### src/sv/fqd_pkg.sv
// Shared constants, command codes and cell control types for the FIFO queue
// with delete-by-value. No dependencies.
`default_nettype none

package fqd_pkg;

    localparam int DEPTH      = 16;
    localparam int DATA_WIDTH = 32;
    localparam int COUNT_W    = $clog2(DEPTH + 1);
    localparam int CMD_W      = 2;
    localparam int VALUE_W    = 32;
    localparam int ENTRY_CNT_W = 5;

    typedef logic [DATA_WIDTH-1:0] word_t;
    typedef logic [COUNT_W-1:0]    count_t;

    typedef enum logic [CMD_W-1:0] {
        CMD_ENQUEUE = 2'd0,
        CMD_DEQUEUE = 2'd1,
        CMD_DELETE  = 2'd2
    } cmd_t;

    // Broadcast to every cell in the row.
    typedef struct packed {
        logic  enq;   // write word into the tail cell
        logic  deq;   // every cell takes its neighbor's word
        logic  del;   // search, then close the gap behind the first hit
        word_t word;
    } fqd_ctrl_t;

    // Per-cell position flags derived from the occupancy count.
    typedef struct packed {
        logic occupied;
        logic tail;
    } fqd_pos_t;

endpackage

`default_nettype wire

### src/sv/fqd_cell.sv
// One storage cell of the queue row: holds a word, compares it on delete,
// and shifts toward the head. Depends on fqd_pkg.
`default_nettype none

module fqd_cell (
    input  wire logic              aclk,
    input  wire fqd_pkg::fqd_ctrl_t ctrl,
    input  wire fqd_pkg::fqd_pos_t  pos,
    input  wire fqd_pkg::word_t     next_data,
    input  wire logic              hit_in,
    output logic                   hit_out,
    output fqd_pkg::word_t          data_out
);
    import fqd_pkg::*;

    word_t data_reg;
    word_t data_next;
    logic  match;
    logic  shift;

    assign match    = ctrl.del & pos.occupied & (data_reg == ctrl.word);
    assign hit_out  = hit_in | match;
    // Cells at or behind the first hit close the gap.
    assign shift    = ctrl.deq | (ctrl.del & hit_out);
    assign data_out = data_reg;

    always_comb begin
        if (shift) begin
            data_next = next_data;
        end else if (ctrl.enq & pos.tail) begin
            data_next = ctrl.word;
        end else begin
            data_next = data_reg;
        end
    end

    always_ff @(posedge aclk) begin
        data_reg <= data_next;
    end

endmodule

`default_nettype wire

### src/sv/fifo_queue_with_delete_core.sv
// Top level of the FIFO queue with delete-by-value: a row of fqd_cell
// storage cells, the occupancy counter and the result register.
// Depends on fqd_pkg and fqd_cell.
//
// Usage:
//   Input channel (s_valid/s_ready) carries one request: s_command selects
//   enqueue, dequeue or delete-first-match; s_item_value is the word to append
//   or to search for (bits above DATA_WIDTH are ignored).
//   Result channel (m_valid/m_ready) returns one result per request: m_status
//   (0 ok, 1 full/empty/no match/unused code), m_dequeued_value (head word on
//   a successful dequeue, else zero) and m_entry_count after the request.
// Timing: the result of a request is registered at its accepting edge.
// Throughput: one request per cycle while m_ready is high; the whole operation
//   (parallel compare in every cell, first-hit ripple, shift) completes in the
//   accepting cycle, set by the compare plus the hit chain through the row.
// Stall: the result register holds while m_ready is low; s_ready is high
//   whenever that register is empty or being drained in the same cycle.
// Reset: aresetn (synchronous, active low) empties the queue and the result
//   register. Cell contents are not cleared; only occupied cells are read.
`default_nettype none

module fifo_queue_with_delete_core (
    input  wire logic                        aclk,
    input  wire logic                        aresetn,
    input  wire logic                        s_valid,
    output logic                             s_ready,
    input  wire logic [fqd_pkg::CMD_W-1:0]   s_command,
    input  wire logic [fqd_pkg::VALUE_W-1:0] s_item_value,
    output logic                             m_valid,
    input  wire logic                        m_ready,
    output logic                             m_status,
    output logic [fqd_pkg::VALUE_W-1:0]      m_dequeued_value,
    output logic [fqd_pkg::ENTRY_CNT_W-1:0]  m_entry_count
);
    import fqd_pkg::*;

    // Occupancy and result registers
    count_t occ_reg, occ_next;
    logic   m_valid_reg, m_valid_next;
    logic   status_reg, status_next;
    logic [VALUE_W-1:0] deq_value_reg, deq_value_next;

    logic      accept;
    logic      full, empty;
    cmd_t      cmd;
    word_t     word;
    fqd_ctrl_t ctrl;

    // Cell row wiring
    fqd_pos_t pos   [DEPTH];
    word_t    data  [DEPTH];
    word_t    nxt   [DEPTH];
    logic     hit   [DEPTH+1];
    logic     found;

    assign s_ready = ~m_valid_reg | m_ready;
    assign accept  = s_valid & s_ready;
    assign full    = (occ_reg == count_t'(DEPTH));
    assign empty   = (occ_reg == '0);
    assign cmd     = cmd_t'(s_command);
    assign word    = DATA_WIDTH'(s_item_value);

    // Broadcast control, gated so the row only moves on a legal request.
    always_comb begin
        ctrl      = '0;
        ctrl.word = word;
        unique case (cmd)
            CMD_ENQUEUE: ctrl.enq = accept & ~full;
            CMD_DEQUEUE: ctrl.deq = accept & ~empty;
            CMD_DELETE:  ctrl.del = accept;
            default:     ctrl     = ctrl;
        endcase
    end

    assign hit[0] = 1'b0;

    for (genvar k = 0; k < DEPTH; k++) begin : g_cell
        assign pos[k].occupied = (count_t'(k) < occ_reg);
        assign pos[k].tail     = (count_t'(k) == occ_reg);
        // Last cell recycles its own word; it is beyond the count after a shift.
        if (k == DEPTH - 1) begin : g_last
            assign nxt[k] = data[k];
        end else begin : g_mid
            assign nxt[k] = data[k+1];
        end

        fqd_cell u_cell (
            .aclk      (aclk),
            .ctrl      (ctrl),
            .pos       (pos[k]),
            .next_data (nxt[k]),
            .hit_in    (hit[k]),
            .hit_out   (hit[k+1]),
            .data_out  (data[k])
        );
    end

    assign found = hit[DEPTH];

    // Result and occupancy update
    always_comb begin
        occ_next       = occ_reg;
        m_valid_next   = m_valid_reg & ~m_ready;
        status_next    = status_reg;
        deq_value_next = deq_value_reg;
        if (accept) begin
            m_valid_next   = 1'b1;
            status_next    = 1'b1;
            deq_value_next = '0;
            unique case (cmd)
                CMD_ENQUEUE: begin
                    if (!full) begin
                        occ_next    = occ_reg + count_t'(1);
                        status_next = 1'b0;
                    end
                end
                CMD_DEQUEUE: begin
                    if (!empty) begin
                        occ_next       = occ_reg - count_t'(1);
                        status_next    = 1'b0;
                        deq_value_next = VALUE_W'(data[0]);
                    end
                end
                CMD_DELETE: begin
                    if (found) begin
                        occ_next    = occ_reg - count_t'(1);
                        status_next = 1'b0;
                    end
                end
                default: status_next = 1'b1;
            endcase
        end
    end

    always_ff @(posedge aclk) begin
        if (!aresetn) begin
            occ_reg     <= '0;
            m_valid_reg <= 1'b0;
        end else begin
            occ_reg     <= occ_next;
            m_valid_reg <= m_valid_next;
        end
    end

    always_ff @(posedge aclk) begin
        status_reg    <= status_next;
        deq_value_reg <= deq_value_next;
    end

    assign m_valid          = m_valid_reg;
    assign m_status         = status_reg;
    assign m_dequeued_value = deq_value_reg;
    assign m_entry_count    = ENTRY_CNT_W'(occ_reg);

endmodule

`default_nettype wire

### config.mk
export PLATFORM = sky130hd
export DESIGN_NAME = fifo_queue_with_delete_core
export DESIGN_NICKNAME = d
export VERILOG_FILES = /design/src/sv/fqd_pkg.sv /design/src/sv/fqd_cell.sv /design/src/sv/fifo_queue_with_delete_core.sv
export SDC_FILE = /design/constraint.sdc
export NUM_CORES = 1
export LEC_CHECK = 0
export ABC_AREA = 1
export BUFFER_PORTS_ARGS = -buffer_cell sky130_fd_sc_hd__buf_2
export CORE_AREA = 4 4 361 363
export DETAILED_ROUTE_END_ITERATION = 6
export DIE_AREA = 0 0 365 367
export GPL_TIMING_DRIVEN = 0
export HOLD_SLACK_MARGIN = 0.15
export SYNTH_ARGS = -nofsm -noshare
export SYNTH_HDL_FRONTEND = slang
export SYNTH_SLANG_ARGS = --single-unit
### constraint.sdc
create_clock -name aclk -period 6.1 [get_ports aclk]
set_clock_uncertainty 0.15 [all_clocks]
set_input_delay 0.915 -clock aclk [delete_from_list [all_inputs] [get_ports aclk]]
set_output_delay 0.915 -clock aclk [all_outputs]
set_load 0.01 [all_outputs]
== Word level (Yosys, flattened, before mapping) ==
Index checks and enable logic that the tools add are counted.

* Flip-flop bits (word level): 551
* Input bits: 38
* Output and inout port bits: 40

* $add $sub $neg: 2
* Order comparisons: 16
* Equal/unequal tests: 37
* Multiplexer cells: 42
* Bitwise gates (word level): 106
* Reductions and logical operators: 21

{| class="wikitable"
|+ Operators with widths
! operator !! number
|-
| two-way mux 32 bit || 30
|-
| equality test 32 bit || 16
|-
| bitwise AND 1 bit || 68
|-
| equality test 4 x 5 -> 1 bit, first input constant || 8
|-
| less-than comparator 4 x 5 -> 1 bit, first input constant || 8
|-
| OR 1 bit || 32
|-
| nonzero test 2 bit || 15
|-
| equality test 3 x 5 -> 1 bit, first input constant || 4
|-
| less-than comparator 3 x 5 -> 1 bit, first input constant || 4
|-
| two-way mux 5 bit || 3
|-
| one-hot mux 5 bit (3 select lines) || 1
|-
| equality test 2 x 5 -> 1 bit, first input constant || 2
|-
| less-than comparator 1 x 5 -> 1 bit, first input constant || 2
|-
| less-than comparator 2 x 5 -> 1 bit, first input constant || 2
|-
| two-way mux 1 bit || 7
|-
| NOT 1 bit || 6
|-
| adder 5 x 1 -> 5 bit, second input constant || 1
|-
| equality test 1 x 5 -> 1 bit, first input constant || 1
|-
| equality test 5 bit, second input constant || 1
|-
| logical NOT 5 bit || 1
|-
| AND reduction 5 bit || 1
|-
| subtractor 5 x 1 -> 5 bit, second input constant || 1
|-
| inequality test 2 bit, second input constant || 2
|-
| one-hot mux 1 bit (3 select lines) || 1
|-
| other kinds (7) || 7
|}

== Logic depth before layout (Yosys ltp) ==
Gate-level depths: netlist of the first run.

* Depth in word-level cells: 25
* Mapped depth: 23
* Gate-level depth less buffers: 20

== By module ==
A second synthesis of the first run with hierarchy kept.

* Cells, all modules: 4,640
* Area, all modules: 34,571.9 µm²

{| class="wikitable"
|+ By module, submodules not included
! module !! times used !! cells each !! area an instance (µm²) !! seq. area each (µm²)
|-
| fqd_cell || 16 || 275 || 2,029.4 || 960.9
|-
| fifo_queue_with_delete_core || 1 || 240 || 2,100.8 || 1,111.1
|}

== Worst setup path before layout of the first run ==
No wires, ideal clock.

* Path type: input-to-reg
* From: input m_ready
* To: register g_cell[6].u_cell.data_reg[0], enable pin
* Library setup time: 0.470 ns
* Data arrival time: 5.117 ns
* Required time: 5.480 ns
* Setup slack: 0.363 ns
* Cell stages on the path: 6
* Buffers on the path: 0
* Cells stage by stage: inv_1 > a21oi_2 > nand2_1 > nor2_1 > inv_1 > o31ai_1

* Cells in the longest elaborated chain, start to end: 14
* Elaborated cells on any way between the ends: 31
* Those cells by class: 3 x mux; 27 x bitwise; 1 x reduce/logical

{| class="wikitable"
|+ Ends and longest elaborated chain
! item !! RTL line !! text
|-
| start, declared || fifo_queue_with_delete_core.sv:30 || <nowiki>input wire logic m_ready,</nowiki>
|-
| OR 1 bit * || fifo_queue_with_delete_core.sv:56 || <nowiki>assign s_ready = ~m_valid_reg | m_ready;</nowiki>
|-
| bitwise AND 1 bit * || fifo_queue_with_delete_core.sv:57 || <nowiki>assign accept = s_valid & s_ready;</nowiki>
|-
| named net accept || fifo_queue_with_delete_core.sv:43 || <nowiki>logic accept;</nowiki>
|-
| two-way mux 1 bit || fifo_queue_with_delete_core.sv:67 || <nowiki>unique case (cmd)</nowiki>
|-
| bitwise AND 1 bit (2 in a row) || fqd_cell.sv:21 || <nowiki>assign match = ctrl.del & pos.occupied & (data_reg == ctrl.word);</nowiki>
|-
| OR 1 bit (6 in a row) || fqd_cell.sv:22 || <nowiki>assign hit_out = hit_in | match;</nowiki>
|-
| bitwise AND 1 bit || fqd_cell.sv:24 || <nowiki>assign shift = ctrl.deq | (ctrl.del & hit_out);</nowiki>
|-
| OR 1 bit || fqd_cell.sv:24 ||
|-
| nonzero test 2 bit (no line) * || -- ||
|-
| end signal, assigned || fqd_cell.sv:38 || <nowiki>data_reg <= data_next;</nowiki>
|-
| end, declared || fqd_cell.sv:16 || <nowiki>word_t data_reg;</nowiki>
|}

The timed path passes the listed nets; every way through them passes the cells marked *.
A chain may end at the register's enable or synchronous reset.

== Worst setup path in the final report of the first run ==
* From: register occ_reg[1] (netlist: m_entry_count[1])
* To: register g_cell[14].u_cell.data_reg[17] (data pin)

* Cells in the longest elaborated chain, start to end: 20
* Elaborated cells on any way between the ends: 66
* Those cells by class: 15 x order compare; 2 x mux; 48 x bitwise; 1 x reduce/logical

{| class="wikitable"
|+ Ends and longest elaborated chain
! item !! RTL line !! text
|-
| start, declared || fifo_queue_with_delete_core.sv:38 || <nowiki>count_t occ_reg, occ_next;</nowiki>
|-
| start signal, assigned || fifo_queue_with_delete_core.sv:140 || <nowiki>occ_reg <= occ_next;</nowiki>
|-
| less-than comparator 1 x 5 -> 1 bit || fifo_queue_with_delete_core.sv:78 || <nowiki>assign pos[k].occupied = (count_t'(k) < occ_reg);</nowiki>
|-
| bitwise AND 1 bit (2 in a row) || fqd_cell.sv:21 ||
|-
| OR 1 bit (14 in a row) || fqd_cell.sv:22 ||
|-
| bitwise AND 1 bit || fqd_cell.sv:24 ||
|-
| OR 1 bit * || fqd_cell.sv:24 ||
|-
| two-way mux 32 bit * || fqd_cell.sv:28 || <nowiki>if (shift) begin</nowiki>
|-
| named net g_cell[14].u_cell.data_next[17] || fqd_cell.sv:17 || <nowiki>word_t data_next;</nowiki>
|-
| end signal, assigned || fqd_cell.sv:38 ||
|-
| end, declared || fqd_cell.sv:16 ||
|}

Marked as above.

==> key figures, run 1 <==
Setup path
  – FF-to-FF setup slack: -0.00008 ns
  – Max FO, Critical Path: 10
  – R2R Path End: g_cell[14].u_cell.data_out[17]
  – Data required, critical path: 6.31 ns
  – CP startpoint kind: flip-flop
  – Worst setup path startpoint: m_entry_count[1]
  – Reg-to-reg startpoint: m_entry_count[1]
  – Critical path endpoint category: flip-flop
  – CP endpoint: g_cell[14].u_cell.data_out[17]
  – Reg2reg path depth: 19
  – Crit Path Category: reg2reg
  – WP data arrival: 6.31 ns

Synthesis
  – Synthesis Warnings: 0
  – Yosys top cell by area: edfxtp_1
  – Synth Register Bits: 551
  – Mapped Cells: around 3400
  – Syn_area_per_cell: 9.19 um^2
  – Number of synthesized flops with an enable pin: ~550
  – Ys async rst share: 0%
  – Post-synth cell types: 57
  – Ys flop type: edfxtp_1
  – Yosys top cell area share: 51.8%
  – Net count after synthesis: ~3500
  – Register area share after synthesis: 52.2%
  – Post-synthesis instance area: about 32000 um^2
  – Area contributors post-synth: edfxtp_1, nand2_1, xnor2_1, o21ai_0, xor2_1

Clock network
  – CTS Buf Count: 67
  – # Post-CTS Setup Buffers: 0
  – CTS Sinks: 551
  – CTS tree: yes
  – Post-CTS sizing: 0
  – CTS max path bufs: 3
  – H-tree depth: 3
  – Skew-Pair Late Insertion Delay: 0.66 ns
  – Root buf cell: clkbuf_16
  – Hold buffer count at CTS: 0
  – Clk slew on worst S/H paths: 0.06 ns

Final layout
  – Design area: approximately 37000 um^2
  – Layout cells sized above 1: between 10% and 20%
  – NumNets Final: around 3700
  – Register area: 16500 um^2
  – Post-Route Utilization: 29.0%
  – Area Overhead vs Synth: 16.5%
  – Number of flip-flops under the largest register name: 512
  – Multi-input gate area: 13200 um^2
  – Non-Filler Instances: 5327
  – Filler cell count: 13400

GRT
  – Grt total ovfl: 0
  – Number of global-route vias before repair: 26700
  – All-layer global routing usage: 23.5%
  – Initial antenna violation count: 10
  – First-pass GRT wire length: 218 mm
  – Largest net degree at the start of global routing: 33

Placed design
  – DP Worst Slack: -0.152 ns
  – GPL Wtd Cong: 1.01
  – Placed Area: 34500 um^2
  – Count of input and output buffers: 77
  – DP HPWL: 119 mm
  – Placed cells: about 5200

STA
  – FMAX: 164 MHz
  – WHS: 0.329 ns
  – Setup violators final: 1
  – Pins Over Slew Limit: 75
  – Slew headroom: -5.76%
  – Slack of the critical path: -0.0000751 ns
  – Unrepaired setup endpoints after global routing: false
  – Setup TNS: -0.0000751 ns
  – Minimum clock period: around 6.1 ns
  – Slew at the pin closest to its max-slew limit: roughly 1.6 ns
  – Final Hold Vio Count: 0
  – Tcrit/Tclk final: 100%

Run status
  – Status: finished, violations left
  – Violated checks: capacitance limit, slew limit, setup timing

Pwr
  – Post-route total power: 10.2 mW
  – Pwr per Cell Area: 278 nW/um^2
  – Pleak: 13.3 nW
  – Peak supply drop: ~0.17 mV

Floorplan
  – Initial core utilization: 24.9%
  – Die area: 134000 um^2
  – IO Count: 78
  – Core area: 127000 um^2
  – DIE WIDTH: about 370 um
  – FP Rows: approximately 130
  – Die Y-Extent: about 370 um

Min path
  – Hold Path Class: in2reg

Route
  – Via-to-Cell Ratio: ~5.4
  – Post-route ant nets: 0
  – DRT Pass-1 Iters: 6
  – Routed via count: 28500
  – Final routed DRC violation total: 0
  – Drt wl/cell: 30.7 um
  – DRT Wirelength: 163 mm
  – 1st-iter DRT viols: 5224

Run
  – Max_cap viols: 7
## cell usage in the layout, fill, tap and decap left out, drive strengths merged, types with 5 or more instances in the layout
cell / n
nand2: 816
edfxtp: 545
o21ai: 359
nor2: 297
inv: 244
xnor2: 235
buf: 214
clkbuf: 174
xor2: 157
nand4: 128
o21a: 86
nand3: 86
a21oi: 66
nor4: 52
nor3: 48
clkinv: 35
nand3b: 17
or2: 17
nor3b: 11
o2111ai: 9
ha: 9
bufinv: 8
nor4b: 7
and3: 6
dfxtp: 6
diode: 5
## Yosys cell counts, types with 2 or more instances
cell type	count
nor4_1	52
clkbuf_1	92
xor2_1	156
buf_6	12
buf_2	60
nand4_2	2
nand3b_1	17
dfxtp_1	6
a221oi_1	2
a211o_1	2
nor4b_1	7
edfxtp_1	545
o2111ai_1	9
and3_1	6
o21ai_0	331
ha_1	9
buf_4	37
or2_2	14
xnor2_1	235
nand4_1	124
o211ai_1	3
nand3_1	85
or4_1	2
a211oi_1	2
and2_1	2
nor3_1	47
or2_1	3
nor2_2	6
nand4_4	2
o21a_1	86
o31ai_1	3
nor2_1	290
inv_1	224
clkinv_1	7
o21ai_1	27
nor3b_1	11
inv_2	16
a21oi_1	65
buf_1	4
nand2_1	815
## cells by family after synthesis
| group | count (synthesis) | share of synthesized area, % |
|---|---|---|
| xor gates and xnor gates | 392 | 10.9 |
| DFF | 551 | 52.2 |
| adders and majority gates | 9 | 0.357 |
| buffers and inverters | 453 | 6.35 |
| AOI/OAI and AO/OA | 537 | 9.47 |
| and+or+nand+nor | 1493 | 20.7 |
## critical path, stage by stage, from the launching register on
cell	delay, ns
dfxtp_1	0.45
clkbuf_1	0.31
inv_1	0.24
ha_1	0.18
nand3_1	0.44
and3_1	0.41
nand3_1	0.10
nor2_1	0.05
nor2_1	0.22
and2_1	0.37
nand3_1	0.22
nor2_1	0.21
nand4_1	0.22
nor2_1	0.44
nand4_1	0.28
nor2_1	0.29
nand3_1	0.27
buf_4	0.27
clkbuf_2	0.23
o21ai_0	0.44
## layer usage
layer	GRT usage, %	wire [um]	share of wire (%)	up-vias
met4	13.2	10800	6.6	4
met3	6.40	19900	12	422
met1	31.8	65600	40	14000
met5	0	27	0.017	-
met2	33.8	67000	41	2104
li1	-	-	-	12000
## worst min path at each step
stage                                        start                             end  slack, ns  cells past startpoint
floorplan           g_cell[15].u_cell.data_out[23]  g_cell[14].u_cell.data_out[23]       0.38                      2
CTS                               s_item_value[28]  g_cell[15].u_cell.data_out[28]       0.31                      1
global route                      s_item_value[28]  g_cell[15].u_cell.data_out[28]       0.32                      1
detailed placement   g_cell[3].u_cell.data_out[26]   g_cell[2].u_cell.data_out[26]       0.42                      2
global placement                           m_valid                         m_valid       0.38                      2
finish                            s_item_value[15]  g_cell[15].u_cell.data_out[15]       0.33                      1
## cell type report
type	instances	area share [%]
antenna	5	0.0340
buffer	206	2.96
clock buffer	81	4.84
clock inverter	43	1.25
inverter	247	2.52
multi-input combinational	2431	35.9
sequential	551	44.8
tap	1662	5.65
timing repair buffer	101	1.99
## power breakdown
group	internal, mW	switching [mW]	leakage, nW
sequential	4.35	0.108	5.03
combinational	0.402	1.14	7.14
clock	2.44	1.77	1.09
total	7.20	3.02	13.3
Power figures use the tool's default switching activity.
==> run 2, diff against run 1 <==
--- a/config.mk
+++ b/config.mk
@@ -5,11 +5,10 @@
 export SDC_FILE = /design/constraint.sdc
 export NUM_CORES = 1
 export LEC_CHECK = 0
-export ABC_AREA = 1
 export BUFFER_PORTS_ARGS = -buffer_cell sky130_fd_sc_hd__buf_2
-export CORE_AREA = 4 4 361 363
+export CORE_AREA = 4 4 352 354
 export DETAILED_ROUTE_END_ITERATION = 6
-export DIE_AREA = 0 0 365 367
+export DIE_AREA = 0 0 356 358
 export GPL_TIMING_DRIVEN = 0
 export HOLD_SLACK_MARGIN = 0.15
 export SYNTH_ARGS = -nofsm -noshare
==> run 2 against run 1 <==
Effect of this change: the flow now finishes without violations; sequential power about the same; flip-flop and latch count unchanged; worst hold slack worse by 0.0046 ns; non-clock buffer count down 32; critical endpoint is now g_cell[15].u_cell.data_out[17]; largest cell class unchanged; highest routed layer is now met4.
==> key figures, run 2 <==
GRT
  – Met1 Track Usage GR: 22.9%
  – Largest net degree at the start of global routing: 33
  – Initial antenna violation count: 3
  – Number of global-route vias before repair: 17900
  – All-layer global routing usage: 15.8%
  – First-pass GRT wire length: 143 mm
  – M2 GR Usage: 24.2%
  – Grt total ovfl: 0
  – Routing usage on met3: 3.80%
  – Gr busiest metal: met2

Synthesis
  – Number of synthesized flops with an enable pin: 545
  – Register area share after synthesis: around 55%
  – Syn_area_per_cell: 14.4 um^2
  – Ys flop type: edfxtp_1
  – Synthesis Warnings: 0
  – Post-synth cell types: 56
  – Net count after synthesis: between 2000 and 2500
  – Synth Register Bits: 551
  – Count leader, synth: edfxtp_1
  – Post-synthesis instance area: 30100 um^2
  – Most frequent cells after synthesis: edfxtp_1, mux2_2, xor2_1
  – Yosys top cell by area: edfxtp_1
  – Area contributors post-synth: edfxtp_1, mux2_2, xor2_1, xnor2_1, nor4_1
  – Mapped Cells: between 2000 and 2500
  – Ys async rst share: 0%
  – Yosys top cell area share: 54.4%

Final layout
  – Number of flip-flops under the largest register name: 512
  – Post-Route Utilization: 28.7%
  – Most frequent cells in the layout: edfxtp_1, mux2_2, xor2_1
  – NumNets Final: 2283
  – Non-Filler Instances: 3914
  – Multi-input gate area: about 12000 um^2
  – Area Overhead vs Synth: 15.8%
  – Filler cell count: between 10000 and 15000
  – Commonest non-fill, non-tap cell in the layout: edfxtp_1
  – Layout cells sized above 1: 34.7%
  – Register area: 16500 um^2

Setup path
  – R2R Path End: g_cell[8].u_cell.data_out[21]
  – WP data arrival: 5.27 ns
  – Data required, critical path: 6.20 ns
  – Critical path endpoint category: flip-flop
  – Max FO, Critical Path: 32
  – Reg2reg path depth: 10
  – FF-to-FF setup slack: ~1.3 ns
  – Crit Path Category: in2reg
  – CP startpoint kind: input port
  – Worst setup path startpoint: s_item_value[3]
  – Reg-to-reg startpoint: g_cell[4].u_cell.data_out[22]

Placed design
  – GPL Wtd Cong: between 0.9 and 1
  – Placed cells: about 3800
  – DP Worst Slack: 0.267 ns
  – Count of input and output buffers: 76
  – DP HPWL: 83.9 mm

Clock network
  – Skew-Pair Late Insertion Delay: 0.64 ns
  – Clk slew on worst S/H paths: 0.06 ns
  – CTS Buf Count: 61
  – Root buf cell: clkbuf_16
  – Post-CTS sizing: 0
  – CTS tree: yes
  – CTS Sinks: around 550
  – H-tree depth: 2
  – # Post-CTS Setup Buffers: 0
  – CTS max path bufs: 3
  – Hold buffer count at CTS: 0

STA
  – Tcrit/Tclk final: 84.7%
  – Pins Over Slew Limit: 0
  – Slew at the pin closest to its max-slew limit: 1.16 ns
  – Minimum clock period: 5.17 ns
  – Unrepaired setup endpoints after global routing: false
  – FMAX: between 150 and 200 MHz
  – Setup violators final: 0
  – Slew headroom: 22.1%
  – Slack of the critical path: 0.933 ns
  – WHS: 0.324 ns
  – Final Hold Vio Count: 0

Min path
  – Hold Path Class: in2reg
  – WHS Endpoint: g_cell[15].u_cell.data_out[15]
  – Hold_sp: s_item_value[15]
  – Hold-critical path depth: 1

Pwr
  – Peak supply drop: around 0.22 mV
  – Net Sw Frac: a little over a quarter
  – Combinational share of power: 13.5%
  – Clk pwr share: 39.5%
  – Seq pwr share: roughly 47%
  – Cell Int Power: between 6 and 7 mW
  – Post-route total power: 9.44 mW
  – Sw power: 2.49 mW
  – Pleak: 11.7 nW
  – Pwr per Cell Area: approximately 270 nW/um^2

Floorplan
  – Core area: ~120000 um^2
  – Die area: 127000 um^2
  – DIE WIDTH: 356 um
  – Die Y-Extent: around 360 um
  – IO Count: 78
  – Initial core utilization: 24.8%
  – FP Rows: 128

Route
  – Routed via count: ~18000
  – 1st-iter DRT viols: 2464
  – Drt wl/cell: 26.7 um
  – Final routed DRC violation total: 0
  – Via-to-Cell Ratio: 4.71
  – Post-route ant nets: 0
  – DRT Wirelength: 105 mm
  – DRT Pass-1 Iters: 5

Run
  – Max_cap viols: 0

Run status
  – Status: finished, final reports clean
[run 2: cell count changes in the layout (fill, tap and decap cells not counted), moves of 63 or more]
cell	before	now
xor2_1	156	362
nand4_1	124	61
o21a_1	86	0
nand3_1	84	9
o21ai_0	325	5
mux2_2	0	410
nand2_1	814	25
xnor2_1	235	151
inv_1	224	10
nor2_1	290	15
[run 2: metal layers]
layer / vias up / routed length [um]
met5: - / 0
met4: 0 / 1940
met3: 121 / 10100
met2: 873 / 45800
met1: 9504 / 46700
li1: 7952 / -
[run 2: kinds of logic (layout without fill, tap and decap cells)]
group                    after synthesis  count (layout)  share of synthesized area [%]
adder cells (fa/ha/maj)                9               9                          0.375
other                                  0               1                              0
multiplexers                         485             485                           18.5
AO/OA/AOI/OAI                         40              40                          0.932
buffers and inverters                197             400                           4.41
AND/OR/NAND/NOR                      290             290                           5.98
flip-flops                           551             551                           54.8
XOR/XNOR                             513             513                           14.9
[run 2: cell type report]
cell class                 instances  share of cell area [%]
inverter                          10                   0.108
timing repair buffer              88                    1.75
clock inverter                    42                   0.985
buffer                           187                    3.70
multi-input combinational       1337                    35.6
sequential                       551                    47.4
antenna                            1                 0.00719
tap                             1625                    5.84
clock buffer                      73                    4.64
[run 2: per-stage QoR]
step / area (um^2) / TNS [ns]
finish: 34800 / 0
global route: 34800 / 0
CTS: 34800 / 0
detailed placement: 32800 / 0
global placement: 32500 / -794.05
floorplan: 30100 / -1.76
[run 2: how the worst max path moves through the flow]
stage               depth (start not counted)                              to  slack (ns)
global placement                            9  g_cell[12].u_cell.data_out[16]       -3.60
global route                               13  g_cell[15].u_cell.data_out[15]        0.71
detailed placement                         12   g_cell[8].u_cell.data_out[17]        0.27
finish                                     13  g_cell[15].u_cell.data_out[17]        0.93
floorplan                                   7    g_cell[7].u_cell.data_out[0]       -0.02
CTS                                        13   g_cell[8].u_cell.data_out[21]        0.94
[run 2: worst max-delay path, stage by stage]
cell and delay [ns]:
buf_2 0.19, buf_2 0.27, buf_4 0.29, buf_4 0.26
xor2_1 0.39, nor4_1 0.20, nand4_1 0.17, nor4_1 0.09
nor3_1 0.46, nand2_2 0.26, nor3_2 0.63, buf_4 0.32
and2_2 0.76
[run 2: power groups by stage]
stage | clock, mW | combinational, mW | sequential [mW]
after floorplan | 0 | 0.751 | 4.50
after global placement | 0 | 1.21 | 4.53
after detailed placement | 0 | 1.24 | 4.52
after CTS | 3.78 | 1.25 | 4.44
after global routing | 3.93 | 1.32 | 4.45
final | 3.73 | 1.27 | 4.44
